<file path="config.mk">
export PLATFORM = sky130hd
export DESIGN_NAME = shift_add_xor_word_hash_flat
export DESIGN_NICKNAME = d
export VERILOG_FILES = /design/src/sxwh_pkg.sv /design/src/sxwh_if.sv /design/src/sxwh_core.sv /design/src/shift_add_xor_word_hash.sv /design/src/flat_wrapper.sv
export SDC_FILE = /design/constraint.sdc
export NUM_CORES = 1
export LEC_CHECK = 0
export BUFFER_PORTS_ARGS = -buffer_cell sky130_fd_sc_hd__buf_2
export CAP_MARGIN = 20
export CORE_MARGIN = 1.5
export CORE_UTILIZATION = 35
export CTS_CLUSTER_SIZE = 20
export DETAILED_ROUTE_END_ITERATION = 16
export PLACE_DENSITY_LB_ADDON = 0.12
export SYNTH_ARGS = -nofsm -noshare
export SYNTH_HDL_FRONTEND = slang
export SYNTH_HIERARCHICAL = 1
export SYNTH_SLANG_ARGS = --single-unit
</file>
<file path="constraint.sdc">
create_clock -name clk -period 5.2 [get_ports clk]
set_input_delay 0.78 -clock clk [delete_from_list [all_inputs] [get_ports clk]]
set_output_delay 0.78 -clock clk [all_outputs]
set_load 0.005 [all_outputs]
</file>
<file path="src/sxwh_pkg.sv">
// ----------------------------------------------------------------------------
// sxwh_pkg
// Shared types and constants for the shift-add-xor word hash block.
// ----------------------------------------------------------------------------
package sxwh_pkg;

    localparam int HASH_W    = 32;
    localparam int SLOT_W    = 31;
    localparam int BYTE_W    = 8;
    localparam int HASH_SHL  = 5;
    localparam int HASH_SHR  = 2;
    localparam logic [HASH_W-1:0] HASH_LOW_MASK = 32'h7fff_ffff;

    // One restoring-division step per quotient bit.
    localparam int DIV_STEPS = SLOT_W;
    localparam int CNT_W     = $clog2(DIV_STEPS);

    // APB register map (byte address = 4 * index)
    localparam int PADDR_W   = 3;
    localparam int PDATA_W   = 32;
    localparam logic REG_HASH_SEED  = 1'b0;
    localparam logic REG_TABLE_SIZE = 1'b1;

    typedef enum logic [2:0] {
        ST_IDLE,
        ST_ADD_LO,
        ST_ADD_HI,
        ST_DIV,
        ST_OUT
    } sxwh_state_t;

    typedef struct packed {
        logic [HASH_W-1:0] hash_seed;
        logic [SLOT_W-1:0] table_size;
    } sxwh_cfg_t;

    typedef struct packed {
        logic              valid;
        logic [SLOT_W-1:0] slot_index;
    } sxwh_res_t;

endpackage

</file>
<file path="src/sxwh_if.sv">
// ----------------------------------------------------------------------------
// sxwh_if
// Valid/ready channels for the byte stream and the slot results.
// ----------------------------------------------------------------------------
interface sxwh_byte_if import sxwh_pkg::*; (input logic clk);
    logic              valid;
    logic              ready;
    logic [BYTE_W-1:0] byte_value;
    logic              last_byte;

    modport source (output valid, output byte_value, output last_byte, input ready);
    modport sink   (input valid, input byte_value, input last_byte, output ready);
endinterface

interface sxwh_slot_if import sxwh_pkg::*; (input logic clk);
    logic              valid;
    logic              ready;
    logic [SLOT_W-1:0] slot_index;

    modport source (output valid, output slot_index, input ready);
    modport sink   (input valid, input slot_index, output ready);
endinterface

</file>
<file path="src/sxwh_core.sv">
// ----------------------------------------------------------------------------
// sxwh_core
// Sequencer around one shared 33-bit adder: two hash passes per byte,
// then a bit-serial restoring modulo on the final byte (skipped when table_size is zero).
// ----------------------------------------------------------------------------
module sxwh_core
    import sxwh_pkg::*;
(
    input  logic              clk,
    input  logic              rst_n,
    input  sxwh_cfg_t         cfg,
    input  logic              in_valid,
    output logic              in_ready,
    input  logic [BYTE_W-1:0] in_byte,
    input  logic              in_last,
    output sxwh_res_t         res,
    input  logic              res_ready
);

    sxwh_state_t       state_reg, state_next;
    logic [HASH_W-1:0] running_hash_reg, running_hash_next;
    logic [HASH_W-1:0] partial_reg, partial_next;
    logic [BYTE_W-1:0] byte_reg, byte_next;
    logic              last_reg, last_next;
    logic              in_word_reg, in_word_next;
    logic [SLOT_W-1:0] rem_reg, rem_next;
    logic [SLOT_W-1:0] dvd_reg, dvd_next;
    logic [CNT_W-1:0]  count_reg, count_next;
    logic [SLOT_W-1:0] result_reg, result_next;

    logic [HASH_W:0]   add_a, add_b, add_sum;
    logic              add_cin;
    logic [HASH_W-1:0] hash_new;
    logic [HASH_W-1:0] rem_shift;

    // Shared adder
    assign add_sum   = add_a + add_b + {{HASH_W{1'b0}}, add_cin};
    assign hash_new  = running_hash_reg ^ add_sum[HASH_W-1:0];
    assign rem_shift = {rem_reg, dvd_reg[SLOT_W-1]};

    always_comb
    begin
        add_a   = '0;
        add_b   = '0;
        add_cin = 1'b0;
        unique case (state_reg)
            ST_ADD_LO:
            begin
                add_a = {1'b0, running_hash_reg << HASH_SHL};
                add_b = {1'b0, {(HASH_W-BYTE_W){byte_reg[BYTE_W-1]}}, byte_reg};
            end
            ST_ADD_HI:
            begin
                add_a = {1'b0, partial_reg};
                add_b = {1'b0, running_hash_reg >> HASH_SHR};
            end
            ST_DIV:
            begin
                add_a   = {1'b0, rem_shift};
                add_b   = ~{2'b00, cfg.table_size};
                add_cin = 1'b1;
            end
            default:
            begin
                add_a = '0;
            end
        endcase
    end

    always_comb
    begin
        state_next        = state_reg;
        running_hash_next = running_hash_reg;
        partial_next      = partial_reg;
        byte_next         = byte_reg;
        last_next         = last_reg;
        in_word_next      = in_word_reg;
        rem_next          = rem_reg;
        dvd_next          = dvd_reg;
        count_next        = count_reg;
        result_next       = result_reg;
        in_ready          = 1'b0;
        unique case (state_reg)
            ST_IDLE:
            begin
                in_ready = 1'b1;
                if (in_valid)
                begin
                    running_hash_next = in_word_reg ? running_hash_reg : cfg.hash_seed;
                    byte_next         = in_byte;
                    last_next         = in_last;
                    state_next        = ST_ADD_LO;
                end
            end
            ST_ADD_LO:
            begin
                partial_next = add_sum[HASH_W-1:0];
                state_next   = ST_ADD_HI;
            end
            ST_ADD_HI:
            begin
                running_hash_next = hash_new;
                if (!last_reg)
                begin
                    in_word_next = 1'b1;
                    state_next   = ST_IDLE;
                end
                else
                begin
                    in_word_next = 1'b0;
                    dvd_next     = hash_new[SLOT_W-1:0];
                    rem_next     = '0;
                    count_next   = CNT_W'(DIV_STEPS - 1);
                    result_next  = hash_new[SLOT_W-1:0];
                    // Zero table size bypasses the modulo.
                    state_next   = (cfg.table_size == '0) ? ST_OUT : ST_DIV;
                end
            end
            ST_DIV:
            begin
                rem_next = add_sum[HASH_W] ? rem_shift[SLOT_W-1:0] : add_sum[SLOT_W-1:0];
                dvd_next = dvd_reg << 1;
                if (count_reg == '0)
                begin
                    result_next = rem_next;
                    state_next  = ST_OUT;
                end
                else
                begin
                    count_next = count_reg - 1'b1;
                end
            end
            ST_OUT:
            begin
                if (res_ready)
                begin
                    state_next = ST_IDLE;
                end
            end
            default:
            begin
                state_next = ST_IDLE;
            end
        endcase
    end

    assign res.valid      = (state_reg == ST_OUT);
    assign res.slot_index = result_reg;

    always_ff @(posedge clk or negedge rst_n)
    begin
        if (!rst_n)
        begin
            state_reg   <= ST_IDLE;
            in_word_reg <= 1'b0;
        end
        else
        begin
            state_reg   <= state_next;
            in_word_reg <= in_word_next;
        end
    end

    always_ff @(posedge clk)
    begin
        running_hash_reg <= running_hash_next;
        partial_reg      <= partial_next;
        byte_reg         <= byte_next;
        last_reg         <= last_next;
        rem_reg          <= rem_next;
        dvd_reg          <= dvd_next;
        count_reg        <= count_next;
        result_reg       <= result_next;
    end

endmodule

</file>
<file path="src/shift_add_xor_word_hash.sv">
// ----------------------------------------------------------------------------
// shift_add_xor_word_hash
// Byte-serial shift-add-xor word hash with a run-time table-size modulo.
// ----------------------------------------------------------------------------
// Words arrive one byte per transfer on byte_in, with last_byte set on the
// final byte. The running hash starts at hash_seed and takes, per byte,
// h ^= (h << 5) + signed byte + (h >> 2). After the final byte the block
// returns (h & 0x7fffffff) mod table_size on slot_out (table_size of zero
// skips the modulo). All arithmetic goes through one shared 33-bit adder
// under a small sequencer: a non-final byte occupies the block for its
// transfer plus two adder passes; a final byte for its transfer, two hash
// passes, 31 restoring-division steps of one quotient bit each and the
// hand-off, with no division steps when table_size is zero. An output
// register holds the slot until it is taken, so the next word's bytes are
// accepted meanwhile. There is no clearing pass after reset. Write the
// registers over APB only while no word is in flight; hash_seed sits at
// byte address 0 and table_size at 4.
// ----------------------------------------------------------------------------
module shift_add_xor_word_hash
    import sxwh_pkg::*;
(
    input  logic               clk,
    input  logic               rst_n,
    input  logic               psel,
    input  logic               penable,
    input  logic               pwrite,
    input  logic [PADDR_W-1:0] paddr,
    input  logic [PDATA_W-1:0] pwdata,
    output logic [PDATA_W-1:0] prdata,
    output logic               pready,
    sxwh_byte_if.sink          byte_in,
    sxwh_slot_if.source        slot_out
);

    sxwh_cfg_t         cfg_reg;
    sxwh_res_t         res;
    logic              res_ready;
    logic              cfg_write;
    logic              out_valid_reg;
    logic [SLOT_W-1:0] slot_reg;
    logic              out_load;

    // ---- configuration registers ----
    assign pready    = 1'b1;
    assign cfg_write = psel && penable && pwrite;

    always_ff @(posedge clk or negedge rst_n)
    begin
        if (!rst_n)
        begin
            cfg_reg.hash_seed  <= '0;
            cfg_reg.table_size <= SLOT_W'(1);
        end
        else if (cfg_write)
        begin
            unique case (paddr[2])
                REG_HASH_SEED:  cfg_reg.hash_seed  <= pwdata;
                REG_TABLE_SIZE: cfg_reg.table_size <= pwdata[SLOT_W-1:0];
                default:        cfg_reg.hash_seed  <= cfg_reg.hash_seed;
            endcase
        end
    end

    always_comb
    begin
        unique case (paddr[2])
            REG_HASH_SEED:  prdata = cfg_reg.hash_seed;
            REG_TABLE_SIZE: prdata = {{(PDATA_W-SLOT_W){1'b0}}, cfg_reg.table_size};
            default:        prdata = '0;
        endcase
    end

    // ---- hash and modulo sequencer ----
    sxwh_core u_core (
        .clk       (clk),
        .rst_n     (rst_n),
        .cfg       (cfg_reg),
        .in_valid  (byte_in.valid),
        .in_ready  (byte_in.ready),
        .in_byte   (byte_in.byte_value),
        .in_last   (byte_in.last_byte),
        .res       (res),
        .res_ready (res_ready)
    );

    // ---- output register ----
    // Load a new slot when the register is empty or drains this cycle.
    assign out_load  = res.valid && (!out_valid_reg || slot_out.ready);
    assign res_ready = out_load;

    always_ff @(posedge clk or negedge rst_n)
    begin
        if (!rst_n)
        begin
            out_valid_reg <= 1'b0;
        end
        else if (out_load)
        begin
            out_valid_reg <= 1'b1;
        end
        else if (slot_out.ready)
        begin
            out_valid_reg <= 1'b0;
        end
    end

    always_ff @(posedge clk)
    begin
        if (out_load)
        begin
            slot_reg <= res.slot_index;
        end
    end

    assign slot_out.valid      = out_valid_reg;
    assign slot_out.slot_index = slot_reg;

`ifndef SYNTHESIS
    // The sequencer never takes a byte while a finished slot waits for hand-off.
    a_no_accept_while_result: assert property (
        @(posedge clk) disable iff (!rst_n)
        res.valid |-> !byte_in.ready)
        else $error("byte accepted while a result is pending");

    // A pending result stays put until the output register takes it.
    a_result_holds: assert property (
        @(posedge clk) disable iff (!rst_n)
        (res.valid && !res_ready) |=> (res.valid && $stable(res.slot_index)))
        else $error("pending result dropped or changed");

    // A loaded slot is presented on the next cycle.
    a_load_shows: assert property (
        @(posedge clk) disable iff (!rst_n)
        out_load |=> (slot_out.valid && slot_out.slot_index == $past(res.slot_index)))
        else $error("loaded slot not presented");
`endif

endmodule
</file>
<file path="src/flat_wrapper.sv">
// flat-port wrapper written by rule: the top's interface ports become plain ports
module shift_add_xor_word_hash_flat import sxwh_pkg::*;
  (clk, rst_n, psel, penable, pwrite, paddr, pwdata, prdata, pready, byte_in_valid, byte_in_byte_value, byte_in_last_byte, byte_in_ready, slot_out_valid, slot_out_slot_index, slot_out_ready);
  sxwh_byte_if byte_in_i (.clk(clk));
  sxwh_slot_if slot_out_i (.clk(clk));
  input  logic clk;
  input  logic rst_n;
  input  logic psel;
  input  logic penable;
  input  logic pwrite;
  input  logic [PADDR_W-1:0] paddr;
  input  logic [PDATA_W-1:0] pwdata;
  output logic [PDATA_W-1:0] prdata;
  output logic pready;
  input wire logic [$bits(byte_in_i.valid)-1:0] byte_in_valid;
  input wire logic [$bits(byte_in_i.byte_value)-1:0] byte_in_byte_value;
  input wire logic [$bits(byte_in_i.last_byte)-1:0] byte_in_last_byte;
  output wire logic [$bits(byte_in_i.ready)-1:0] byte_in_ready;
  output wire logic [$bits(slot_out_i.valid)-1:0] slot_out_valid;
  output wire logic [$bits(slot_out_i.slot_index)-1:0] slot_out_slot_index;
  input wire logic [$bits(slot_out_i.ready)-1:0] slot_out_ready;
  assign byte_in_i.valid = byte_in_valid;
  assign byte_in_i.byte_value = byte_in_byte_value;
  assign byte_in_i.last_byte = byte_in_last_byte;
  assign byte_in_ready = byte_in_i.ready;
  assign slot_out_valid = slot_out_i.valid;
  assign slot_out_slot_index = slot_out_i.slot_index;
  assign slot_out_i.ready = slot_out_ready;
  shift_add_xor_word_hash u_core (.clk(clk), .rst_n(rst_n), .psel(psel), .penable(penable), .pwrite(pwrite), .paddr(paddr), .pwdata(pwdata), .prdata(prdata), .pready(pready), .byte_in(byte_in_i), .slot_out(slot_out_i));
endmodule
</file>
After elaboration in Yosys (flattened, before gate mapping)
Cells that the tools add are included.
- bits in registers: 270
- reduce and logical (&&, ||, !) cells: 19
- $add $sub $neg: 3
- equal/unequal tests: 10
- multiplexer cells: 27
- bitwise operators: 3
- operators by type and width (operator ; count):
    case mux 31 bit (2 select lines) ; 3
    case mux 32 bit (2 select lines) ; 2
    2-to-1 mux 31 bit ; 4
    case mux 33 bit (3 select lines) ; 1
    case mux 32 bit (3 select lines) ; 1
    2-to-1 mux 32 bit ; 2
    adder 32 x 33 -> 33 bit ; 1
    adder 33 x 1 -> 33 bit ; 1
    inverter 31 -> 33 bit ; 1
    bitwise XOR 32 bit ; 1
    zero test 31 bit ; 1
    2-to-1 mux 3 bit ; 5
    case mux 3 bit (5 select lines) ; 1
    AND reduction 3 bit ; 4
    2-to-1 mux 5 bit ; 2
    inequality test 2 bit, second input constant ; 5
    case mux 5 bit (2 select lines) ; 1
    AND reduction 2 bit ; 4
    equality test 3 x 2 -> 1 bit, second input constant ; 2
    nonzero test 2 bit ; 3
    zero test 5 bit ; 1
    2-to-1 mux 1 bit ; 5
    subtractor 5 x 1 -> 5 bit, second input constant ; 1
    equality test 3 x 1 -> 1 bit, second input constant ; 1
    other kinds (7) ; 9

Logic depth before layout (Yosys ltp)
Gate-level depths: netlist of the first run.
- depth in word-level cells: 7
- mapped depth: 18
- mapped depth without buffers: 14

Hierarchy
Netlist of the first run, hierarchy kept.
- by module, submodules not included (module ; cells each ; times used ; area each (um^2)):
    sxwh_core ; 991 ; 1 ; 10471.3
    shift_add_xor_word_hash ; 207 ; 1 ; 3846.2

Least setup slack after synthesis of the first run
No wires, ideal clock.
- path type: register to register
- start point: reg u_core.u_core.state_reg[1]
- end point: reg u_core.u_core.result_reg[28] (data pin)
- buffers on the path: 3
- library setup time: 0.277 ns
- stages on the path, launching flop included: 16
- data arrival time: 4.545 ns
- clock period less this slack: 4.822 ns
- data required time: 4.923 ns
- path slack: 0.378 ns
- cell sequence: dfrtp_1 -> nand2b_1 -> nor2_1 -> nand2_1 -> clkbuf_1 -> o211ai_1 -> ha_1 -> buf_4 -> nand4_4 -> nor4_2 -> a21oi_1 -> a31o_2 -> o21ai_4 -> buf_4 -> mux2i_1 -> mux2i_1
- word-level cells in the longest chain between the ends: 7
- elaborated cells between the ends (all ways): 13
- classes of those cells: add/sub (2); eq/ne (3); mux (7); bitwise (1)
- ends and longest elaborated chain (element ; line ; RTL):
    from (decl) ; sxwh_core.sv:20 ; sxwh_state_t state_reg, state_next;
    from (signal assigned) ; sxwh_core.sv:159 ; state_reg <= state_next;
    equality test 3 x 2 -> 1 bit / equality test 3 x 1 -> 1 bit (equally long branches) ; sxwh_core.sv:46, sxwh_core.sv:83 ;
    case mux 32 bit (3 select lines) / case mux 33 bit (3 select lines) (equally long branches) ; sxwh_core.sv:46 ; unique case (state_reg)
    adder 32 x 33 -> 33 bit ; sxwh_core.sv:37 ; assign add_sum = add_a + add_b + {{HASH_W{1'b0}}, add_cin};
    adder 33 x 1 -> 33 bit ; sxwh_core.sv:37 ;
    2-to-1 mux 31 bit / bitwise XOR 32 bit (equally long branches) ; sxwh_core.sv:121, sxwh_core.sv:38 ;
    2-to-1 mux 31 bit (on tied branches) ; sxwh_core.sv:123, sxwh_core.sv:103 ;
    case mux 31 bit (2 select lines) (*) ; sxwh_core.sv:83 ; unique case (state_reg)
    named net u_core.u_core.result_next[28] ; sxwh_core.sv:29 ; logic [SLOT_W-1:0] result_reg, result_next;
    to (signal assigned) ; sxwh_core.sv:173 ; result_reg <= result_next;
    to (decl) ; sxwh_core.sv:29 ;
Mark *: on every way through the listed nets, which the timed path passes. The rest lies on a longest branch. The select of a mux whose other input is x is not followed.
A chain may end at the register's enable or synchronous reset.

Worst setup path after layout of the first run
- start point: reg u_core.u_core.state_reg[0]
- end point: reg u_core.u_core.result_reg[2] (data pin)
The elaborated chain is that of the path after synthesis.

==> summary.txt, run 1 <==
status: complete, no violations
RSZ-0062 raised after global routing: false
CP Capture Type: flop
maximum clock rate: 0.213 GHz
Cell Area, Placed: 15500 µm²
area delta synth->final: 14.8%
top-count cell post-synth: edfxtp_1
Synth Register Bits: 270
starting density of the core: 0.358
Yosys Warn Count: 6
post-DP HPWL: 30300 µm
Die Y: 205 µm
top cell type's share of synthesized area: 0.424
first-pass GRT wire length: 62800 µm
routed wire length: 41100 µm
gpl congestion: 0.916
CTS tree: done
post-CTS sizing: 0
worst relative slew slack: 0.316
first-pass detailed-route iteration total: 6
drt drc: 0
WP data required: 5.50 ns
CP Data Arrival Time: 5.00 ns
cell taking the most area after synthesis: edfxtp_1
Distinct cells, synth: 80
initial antenna violation count: 0
max-slew violations: 0
Avg Synthesized Cell Area: 12.0 µm²
GRT Util Overall: 0.198
Worst-path clk slew: 0.07 ns
layout cells sized above 1: 0.271
die area: 42100 µm²
startpoint class of the critical path: flop
Die Span X: 205 µm
critical path class: flop to flop
Post-synth EDFFs: 202
ANT nets after route: 0
worst hold path class: input pin to flop
dominant synthesized flop cell: edfxtp_1
insertion delay to the later sink of the worst-skew pair: 0.57 ns
WHS: 0.392 ns
Largest register FFs: 63
synthesized area: 14300 µm²
Mapped Cells: 1198
CP Max Fanout: 30
Post-CTS Hold Buffers: 0
Post-Synth XOR/XNOR Area: 0.0394
Worst path max stage delay: 0.80 ns
Sink Count: 270
Worst path most repeated cell: nor2_1
Synth Area in Compound Gates: 0.140
Synth async-reset ratio: 0.252
slowest CP cell: dfrtp_2
ANT cells: 0
Max Cap Viol: 0
H-tree levels: 1
skew final: 0.0178 ns
Simple-Gate Fraction of Synth Area: 0.0982
main combinational cell family by area after synthesis: compound AO/OA/AOI/OAI gates
fin area: 16400 µm²
worst path cell trace: buf_12, mux2_2, a22oi_1, nor2_1, ha_1, nand4_1, nor4_2, a21oi_1, a31o_2, o21a_1, nor2_1, nor3_1, or2_1
FP Rows: 73
post-CTS setup buffers: 0
Nets: 1387
routed vias/inst: 5.38
Syn Nets: 1283
dominant cells by area after synthesis: edfxtp_1, dfrtp_1, mux2_2
GRT overflow: 0
drt wl/cell: 22.2 µm
1st-iter DRT viols: 851
Core Area: 40000 µm²
Final min period: 4.70 ns
# setup viols final: 0
crit share post-route: 0.905
Vias: 9966
Root Buffer: clkbuf_16
TritonCTS buffer count: 30
adder-cell share of the synthesized area: 0.0308
mux cell area share after synthesis: 0.119
CP Buf/Inv Count: 1
largest net degree at the start of global routing: 69
vias in the first global route: 9764
port buffer count: 113
Fin. Hold Viols: 0
IO Pins: 117
Clock Path Buffers: 3
Worst-Margin Slew: 1.03 ns
Top delay family on crit path: simple AND/OR/NAND/NOR gates
Setup TNS Final: 0 ns
sequential-to-total area share from yosys stat: 0.543
Post-synth top cells: edfxtp_1, nand2_1, mux2_2
-- area by class of cell --
class,count,area [µm²]
clock buffers,39,806
clock inverters,17,164
fillers,3936,23600
inverters,17,66.3
multi-input cells,836,6130
flip-flops and latches,270,7770
well taps,525,657
repair buffers,147,833
-- cell usage in the layout, fill, tap and decap left out, types with 10 or more instances in the layout --
master       n
a21oi_1     82
a21oi_2     12
a22oi_1     32
buf_2      113
buf_4       33
clkbuf_16   31
dfrtp_1     66
edfxtp_1   202
ha_1        32
inv_1       16
mux2_2      91
mux2_4      30
mux2i_1     20
nand2_1    130
nand2b_1    10
nand3_1     14
nand4_1     10
nor2_1      89
nor3_1      13
nor4_1      10
o211ai_1    39
o21ai_0     40
o21ai_1     12
o21bai_1    19
xnor2_1     41
xor2_1      10
-- per-layer routing --
metal  routed length, µm  GRT usage
met2               17100      0.283
met1               20900      0.311
met3                2320     0.0271
met5                   0          0
met4                 810     0.0485
-- path summary, 6_finish.rpt --
path,end,slack (ns),startpoint,cells past startpoint
max reg2reg,u_core/u_core/result_reg[2],0.50,u_core/u_core/state_reg[0],13
min,u_core/u_core/byte_reg[2],0.39,byte_in_byte_value[2],1
min in group asynchronous,u_core/u_core/state_reg[2],0.41,rst_n,2
min reg2reg,u_core/slot_out.slot_index[14],0.42,u_core/u_core/result_reg[14],0
max in group asynchronous,u_core/cfg_reg[52],4.17,rst_n,2
max,u_core/u_core/result_reg[2],0.50,u_core/u_core/state_reg[0],13
-- stage by stage --
| stage | setup slack, ns | instances | utilization |
|---|---|---|---|
| after floorplan | 0.378 | 1198 | - |
| after global placement | 0.543 | 1795 | 0.386 |
| after detailed placement | 0.527 | 1795 | 0.386 |
| after CTS | 0.537 | 1851 | 0.411 |
| after global routing | 0.171 | 1851 | 0.411 |
| final | 0.496 | 1851 | 0.411 |
-- kinds of logic after synthesis --
kind of cell,after synthesis
simple gates,307
compound gates,294
flops,270
mux,143
buf+inv,92
xor+xnor,57
fa+ha+maj,34
other cells,1
Power of run 1 is not shown: default switching activity piles up to over one toggle a cycle in this logic, so the estimate is an artifact.
==> inputs of run 2 (changes only) <==
--- a/config.mk
+++ b/config.mk
@@ -5,6 +5,7 @@
 export SDC_FILE = /design/constraint.sdc
 export NUM_CORES = 1
 export LEC_CHECK = 0
+export ABC_AREA = 1
 export BUFFER_PORTS_ARGS = -buffer_cell sky130_fd_sc_hd__buf_2
 export CAP_MARGIN = 20
 export CORE_MARGIN = 1.5
==> summary.txt, run 2 <==
Avg Synthesized Cell Area: 8.19 µm²
GRT Util Overall: 0.206
Clock Path Buffers: 3
most common cell after layout, fill and taps aside: nand2_1
Nets: 1997
area delta synth->final: 15.5%
GRT overflow: 0
Root Buffer: clkbuf_16
dominant cells by area after synthesis: edfxtp_1, nand2_1, dfrtp_1
Syn Nets: 1893
Yosys Warn Count: 6
pwr dens: 805 nW/µm²
fin util: 0.409
Post-synth EDFFs: 202
# setup viols final: 0
cell taking the most area after synthesis: edfxtp_1
worst hold path class: input pin to flop
Synth Register Bits: 270
largest net degree at the start of global routing: 69
Vias: 11977
CTS tree: done
CP Capture Type: flop
vias in the first global route: 11548
synthesized area: 14800 µm²
die area: 43500 µm²
Post-CTS Hold Buffers: 0
IO Pins: 117
Synth async-reset ratio: 0.252
layout cells sized above 1: 0.121
maximum clock rate: 0.243 GHz
drt drc: 0
CP Data Arrival Time: 4.43 ns
drt wl/cell: 18.0 µm
Mapped Cells: 1808
Worst-path clk slew: 0.07 ns
Largest register FFs: 63
insertion delay to the later sink of the worst-skew pair: 0.58 ns
1st-iter DRT viols: 785
Fin. Hold Viols: 0
WP data required: 5.52 ns
FP Rows: 75
top-count cell post-synth: nand2_1
TritonCTS buffer count: 31
post-DP HPWL: 33600 µm
Distinct cells, synth: 43
worst flop-to-flop path startpoint: u_core/u_core/state_reg[2]
Die Span X: 209 µm
initial antenna violation count: 1
gpl congestion: 0.922
Worst-Margin Slew: 0.977 ns
Sink Count: 270
placed cells: 2417
crit share post-route: 0.790
ANT cells: 0
Post-synth top cells: nand2_1, inv_1, edfxtp_1
port buffer count: 113
starting density of the core: 0.354
startpoint class of the critical path: flop
CP Max Fanout: 38
Max Cap Viol: 0
first-pass detailed-route iteration total: 5
Worst R2R Setup Slack: 1.09 ns
CP endpoint: u_core/u_core/result_reg[30]
RSZ-0062 raised after global routing: false
max-slew violations: 0
maximum vdd drop: 0.279 mV
status: complete, no violations
first-pass GRT wire length: 68800 µm
most frequent cells in the layout: nand2_1, inv_1, edfxtp_1
Final min period: 4.11 ns
Core Area: 41900 µm²
dominant synthesized flop cell: edfxtp_1
Setup TNS Final: 0 ns
H-tree levels: 1
Die Y: 209 µm
worst relative slew slack: 0.346
top cell type's share of synthesized area: 0.410
sequential-to-total area share from yosys stat: 0.525
post-CTS sizing: 0
skew final: 0.0160 ns
ANT nets after route: 0
Worst R2R Path Depth: 21
routed vias/inst: 4.84
worst reg2reg endpoint: u_core/u_core/result_reg[30]
Final Instance Count excl. Fillers: 2476
post-CTS setup buffers: 0
crit path from: u_core/u_core/state_reg[2]
leak pwr: 0.00862 µW
routed wire length: 44600 µm
critical path class: flop to flop
run 2: final cells by class:
class                   count  area, µm²
repair buffers            135        793
flip-flops and latches    270       7770
multi-input cells        1230       5860
inverters                 244        916
clock buffers              38        855
well taps                 539        674
fillers                  4391      24800
clock inverters            20        234
run 2: cells by family after synthesis:
logic type               count (synthesis)  synth area share
buffers and inverters                  308            0.0819
flip-flops                             270             0.525
adder cells (fa/ha/maj)                 34            0.0298
AO/OA/AOI/OAI                          118            0.0558
AND/OR/NAND/NOR                       1054             0.293
XOR/XNOR                                23            0.0146
other                                    1          0.000253
run 2: worst min-delay path by stage:
stage                                       from                             end  slack (ns)  cells past startpoint
CTS                        byte_in_byte_value[0]       u_core/u_core/byte_reg[0]        0.35                      1
floorplan            u_core/u_core/result_reg[0]   u_core/slot_out.slot_index[0]        0.40                      0
global route               byte_in_byte_value[0]       u_core/u_core/byte_reg[0]        0.36                      1
finish                     byte_in_byte_value[0]       u_core/u_core/byte_reg[0]        0.38                      1
global placement    u_core/u_core/result_reg[23]  u_core/slot_out.slot_index[23]        0.41                      0
detailed placement  u_core/u_core/result_reg[22]  u_core/slot_out.slot_index[22]        0.40                      0
run 2: worst max-delay path, stage by stage (launching register included):
cell	delay, ns
dfrtp_1	0.42
nor2_1	0.14
inv_2	0.10
nor2_4	0.12
buf_4	0.41
a22oi_1	0.25
fa_1	0.45
inv_1	0.13
fa_1	0.25
nand3_1	0.10
nand3_2	0.12
nand2_1	0.06
nand2_1	0.13
nand2_1	0.09
nand2_2	0.08
nand2_2	0.09
nand2_4	0.12
nand2_4	0.24
nand2_4	0.26
nand2_1	0.08
nand2_1	0.08
nand2_1	0.10
run 2: per-stage QoR:
step	area [µm²]	hold slack, ns	worst slack [ns]	total power [µW]
detailed placement	16000	0.405	1.10	11400
floorplan	14800	0.400	1.04	8840
global route	17100	0.364	0.787	14900
CTS	17100	0.347	1.10	13800
finish	17100	0.379	1.09	13800
global placement	16000	0.406	1.14	11300
run 2: report_power, final:
part | switching, µW | internal (µW) | total (µW) | leakage [µW]
combinational | 5190 | 2020 | 7210 | 0.00534
clock | 915 | 1410 | 2330 | 0.000536
sequential | 359 | 3880 | 4240 | 0.00275
run 2: routing by layer:
layer / GRT usage / part of all wire / vias to the layer above
met5: 0 / 0 / -
met4: 0.0512 / 0.020 / 0
met3: 0.0268 / 0.060 / 49
met2: 0.292 / 0.40 / 366
met1: 0.328 / 0.52 / 5521
li1: - / - / 6041
(Power assumes the default switching activity.)
